File: config.mk
export PLATFORM = sky130hd
export DESIGN_NAME = eth_ram
export DESIGN_NICKNAME = d
export VERILOG_FILES = /design/src/sv/event_transition_histogram_core_defines.svh /design/src/sv/eth_ram.sv
export SDC_FILE = /design/constraint.sdc
export NUM_CORES = 2
export LEC_CHECK = 0
export BUFFER_PORTS_ARGS = -buffer_cell sky130_fd_sc_hd__buf_2
export CORE_MARGIN = 2
export CORE_UTILIZATION = 60
export DETAILED_ROUTE_END_ITERATION = 10
export GPL_TIMING_DRIVEN = 0
export HOLD_SLACK_MARGIN = 0.15
export MAX_ROUTING_LAYER = met4
export PLACE_DENSITY = 0.76
export SLEW_MARGIN = 5
export SYNTH_ARGS = -nofsm -noshare
export SYNTH_HDL_FRONTEND = slang
export SYNTH_SLANG_ARGS = --single-unit
File: constraint.sdc
create_clock -name clk_i -period 10.3 [get_ports clk_i]
set_clock_uncertainty 0.15 [all_clocks]
set_input_delay 0.515 -clock clk_i [delete_from_list [all_inputs] [get_ports clk_i]]
set_output_delay 0.515 -clock clk_i [all_outputs]
set_load 0.02 [all_outputs]
File: src/sv/event_transition_histogram_core_defines.svh
// ----------------------------------------------------------------------------
// Event transition histogram assertion macros
// Concurrent assertion wrappers clocked on clk_i, empty in synthesis.
// ----------------------------------------------------------------------------
`ifndef EVENT_TRANSITION_HISTOGRAM_CORE_DEFINES_SVH
`define EVENT_TRANSITION_HISTOGRAM_CORE_DEFINES_SVH

`ifndef SYNTHESIS
// checked only out of reset
`define ETH_ASSERT(lbl, prop, msg) \
  lbl: assert property (@(posedge clk_i) disable iff (!rst_ni) prop) else $error(msg);
// checked during reset too
`define ETH_ASSERT_ALWAYS(lbl, prop, msg) \
  lbl: assert property (@(posedge clk_i) prop) else $error(msg);
`else
`define ETH_ASSERT(lbl, prop, msg)
`define ETH_ASSERT_ALWAYS(lbl, prop, msg)
`endif

`endif

File: src/sv/eth_ram.sv
// ----------------------------------------------------------------------------
// Event transition histogram RAM
// Simple dual-port RAM, one write and one registered read port.
// ----------------------------------------------------------------------------
`timescale 1ns / 1ps
`default_nettype none

module eth_ram #(
  parameter int unsigned WIDTH = 32,
  parameter int unsigned DEPTH = 64
) (
  input  logic                     clk_i,
  input  logic                     wr_en_i,
  input  logic [$clog2(DEPTH)-1:0] wr_addr_i,
  input  logic [WIDTH-1:0]         wr_data_i,
  input  logic                     rd_en_i,
  input  logic [$clog2(DEPTH)-1:0] rd_addr_i,
  output logic [WIDTH-1:0]         rd_data_o
);

  logic [WIDTH-1:0] mem_q [DEPTH];
  logic [WIDTH-1:0] rd_data_q;

  always_ff @(posedge clk_i) begin
    if (wr_en_i) begin
      mem_q[wr_addr_i] <= wr_data_i;
    end
    // hold read data when no read is issued
    if (rd_en_i) begin
      rd_data_q <= mem_q[rd_addr_i];
    end
  end

  assign rd_data_o = rd_data_q;

endmodule

`default_nettype wire

[Word-level counts from Yosys, hierarchy flattened]
Memory sizes are Yosys's and may differ from the RTL's. A register that Yosys moved wholly into a read port is not among the register bits.
Cells that the tools add are included.
Word-level totals
  register bits: 0
  bits in writable memories: 2048
  input port bits: 47
  output and inout port bits: 32
  logic and storage cells: 3
  memories kept: 1
Operators by class
  mux-type cells: 2
Memories
  mem_q: words 64, bits a word 32, read ports 1, clocked after Yosys merged registers in 1, write ports 1, RTL line eth_ram.sv:21  | logic [WIDTH-1:0] mem_q [DEPTH];
Operators by type and width (count)
  two-way mux 1 bit: 2

[Logic depth before layout (Yosys ltp)]
  depth after elaboration: 2
  mapped depth: 10
  gate-level depth less buffers: 5

[Worst setup path before layout]
No wires, ideal clock.
  path type: input to register
  start: in wr_addr_i[3]
  end: mem mem_q[48][0], enable pin
  library setup time: 461 ps
  arrival: 3214 ps
  required time: 9689 ps
  path slack: 6475 ps
  stages on the path: 4
  cells stage by stage: clkbuf_1 nor2b_1 nand4b_1 nor3_1
RTL lines
  from (decl): RTL line eth_ram.sv:14  | input logic [$clog2(DEPTH)-1:0] wr_addr_i,
  to (decl): RTL line eth_ram.sv:21
No word-level cell before the write port.

==> reports/metrics.cfg <==
[clock_network]
root_buffer = clkbuf_16
clockBufferDepth = 3
cts_tree = built
numCtsBuffers = 195
clkLatencyLatePin_ns = 0.87
clock-sinks = 2080
post_cts_buffers = 0
htree_num_levels = 4
cts.clk_slew.worst_paths_ns = 0.06

[synth]
synth_enable_flop_cells = 2080
postSynthCellCount = 3324
ys_seq_elements = 2080
synth.distinct_cells = 33
synth.top_cell.area_share_pct = 79.2
async_flop_share_pct = 0
netlist_area_sq_um = 78800
synth_nets = 3371
synth.area.top_cells = edfxtp_1 79%, mux4_2 16%, mux2i_1 1.2%, o22ai_1 0.67%, nor2_1 0.65%
synth_top_area_cell = edfxtp_1
yosysWarnings = 0
synth_flop_cell = edfxtp_1
synth_area_per_cell_sq_um = 23.7
yosysSeqAreaShare_pct = 79.2

[routing]
drtIter0Drc = 8146
dr.pass1.iters = 8
avgViaCountPerCell = 7.45
wl_per_cell_microns = 43.5
via_count = 41900
drt-total-wl_mm = 245
drc_errors = 0
ant_nets = 0

[power]
fin_total_pwr_mw = 17.6
net-switching-power_mw = 3.92
p_comb_share_pct = 5.7
cellPowerDensity_nw_per_um2 = 194
peakVddDrop_mv = 0.219
seq_power_share_pct = 53.6
p_clk_share_pct = 40.7
intPower_mw = 13.6
p_leak_nw = 28.1
swShare_pct = 22.3

[global_route]
grt_pass1_vias = 41000
antenna_found_initial = 14
grt_max_degree = 65
grt_pass1_wl_mm = 332
grt-ovfl-total = 0
grt_use_total_pct = 38.1

[floorplanning]
die-area_sq_um = 134000
rows = 133
io-pin-count = 79
fp.dieW_microns = 366
core_sq_um = 131000
initial_core_util_pct = 60.2
die_y_microns = 366

[sta]
finalWorstSetupSlack_ns = 5.79
worst_pin_slew_ns = 1.47
max_freq_mhz = 222
final.setup.tns_ns = 0
slew_headroom_pct = 2.10
hold_viol = 0
hold_ws_ns = 0.135
setup_viol = 0
period_needed_ns = 4.51
rsz0062_at_grt = no
drv_slew = 0
period_share_pct = 43.8

[placed_design]
hpwl_mm = 147
portBuffers = 70
gp_congestion = 0.987
dp_worst_setup_slack_ns = 5.29

[flow_run]
maxCapViolCount = 0

[finish]
final_nets = 3745
area_growth_pct = 14.6
finish.utilization_pct = 69.0
drive_gt1_share_pct = 29.9

[setup_path]
critPathCaptureType = flip-flop
crit_type = in2reg
cp.required_ns = 10.68
worstPathArrival_ns = 4.90
path_max_fanout = 10
start_kind = primary input

[run_status]
status = finished, final reports clean

[min_path]
hold_class = in2reg

cells in the mapped netlist (all sizes together) (12+ instances only):
| master | count |
|---|---|
| a22oi | 12 |
| nand2 | 26 |
| a21oi | 62 |
| nor2b | 15 |
| buf | 108 |
| nor2 | 137 |
| o22ai | 84 |
| edfxtp | 2080 |
| mux2i | 93 |
| clkbuf | 74 |
| o221ai | 27 |
| mux4 | 544 |
cell families (layout without fill, tap and decap cells):
group,after synthesis,in the layout,synth area share [%]
buffers and inverters,182,719,1.12
AND/OR/NAND/NOR,223,223,1.26
multiplexers,637,637,16.7
other,0,13,0
flip-flops,2080,2080,79.2
AO/OA/AOI/OAI,202,202,1.67
worst max-delay path, cell delays in order:
cell and delay, ns:
buf_2 0.45, buf_2 0.47, buf_2 0.39, buf_1 1.07
nand3b_1 0.61, o221ai_1 0.56, a21oi_2 0.07, buf_8 0.20
a21oi_1 0.36, nor2_1 0.16
layout make-up:
type                       count  area [sq um]
clock inverter               130          1210
multi-input combinational   1062         16000
timing repair buffer         177          2540
fill                        7328         40600
clock buffer                 230          5010
sequential                  2080         62500
buffer                       182           888
antenna                       13          32.5
tap                         1755          2200
path summary, 6_finish.rpt:
check / startpoint / to / slack (ns) / depth (start not counted)
min reg2reg: mem_q[18][0] / rd_data_o[0] / 0.92 / 5
max reg2reg: mem_q[16][21] / rd_data_o[21] / 7.17 / 4
max: rd_addr_i[1] / rd_data_o[15] / 5.79 / 10
min: wr_data_i[13] / mem_q[51][13] / 0.14 / 1
flip-flops by register name, indices dropped and copies added (netlist names):
signal and flops:
mem_q 2048, rd_data_o 32
power groups by stage:
stage	registers, mW	logic (mW)	clock network [mW]
4_1_cts	9.41	0.956	7.12
6_report	9.41	1.00	7.14
5_1_grt	9.41	1.01	7.42
2_1_floorplan	9.60	0.456	0
3_5_place_dp	9.59	0.939	0
3_3_place_gp	9.59	0.894	0
metrics by stage:
stage          cells  area [sq um]
2_1_floorplan   3324         78800
3_3_place_gp    5149         81400
3_5_place_dp    5248         83900
4_1_cts         5609         90200
5_1_grt         5625         90300
6_report        5629         90300
layout by cell type (no fill, tap or decap), types with 6 or more instances in the layout:
master / count
a21oi_1: 57
a22oi_1: 12
a311oi_1: 8
buf_1: 21
buf_12: 64
buf_16: 26
buf_2: 117
buf_4: 43
buf_6: 7
bufinv_16: 17
clkbuf_1: 107
clkbuf_16: 195
clkinv_1: 51
clkinv_2: 36
clkinv_8: 6
clkinvlp_4: 7
diode_2: 13
edfxtp_1: 2080
inv_6: 7
mux2i_1: 93
mux4_2: 544
nand2_1: 26
nand2b_1: 8
nor2_1: 75
nor2_4: 62
nor2b_1: 15
o221ai_1: 27
o22ai_1: 84
per-layer routing:
layer	GRT usage, %	vias to the layer above	share of wire [%]
li1	-	15100	-
met1	46.2	21200	31
met2	54.5	4456	45
met3	13.9	1184	16
met4	24.3	0	8.3
met5	-	-	0
what timing repair did:
item                      4_1_cts  5_1_grt
hold endpoints to repair       32       34
hold buffers                    1        3
gates resized for setup         0        0
Note: power is estimated with default switching activity, not from simulation.
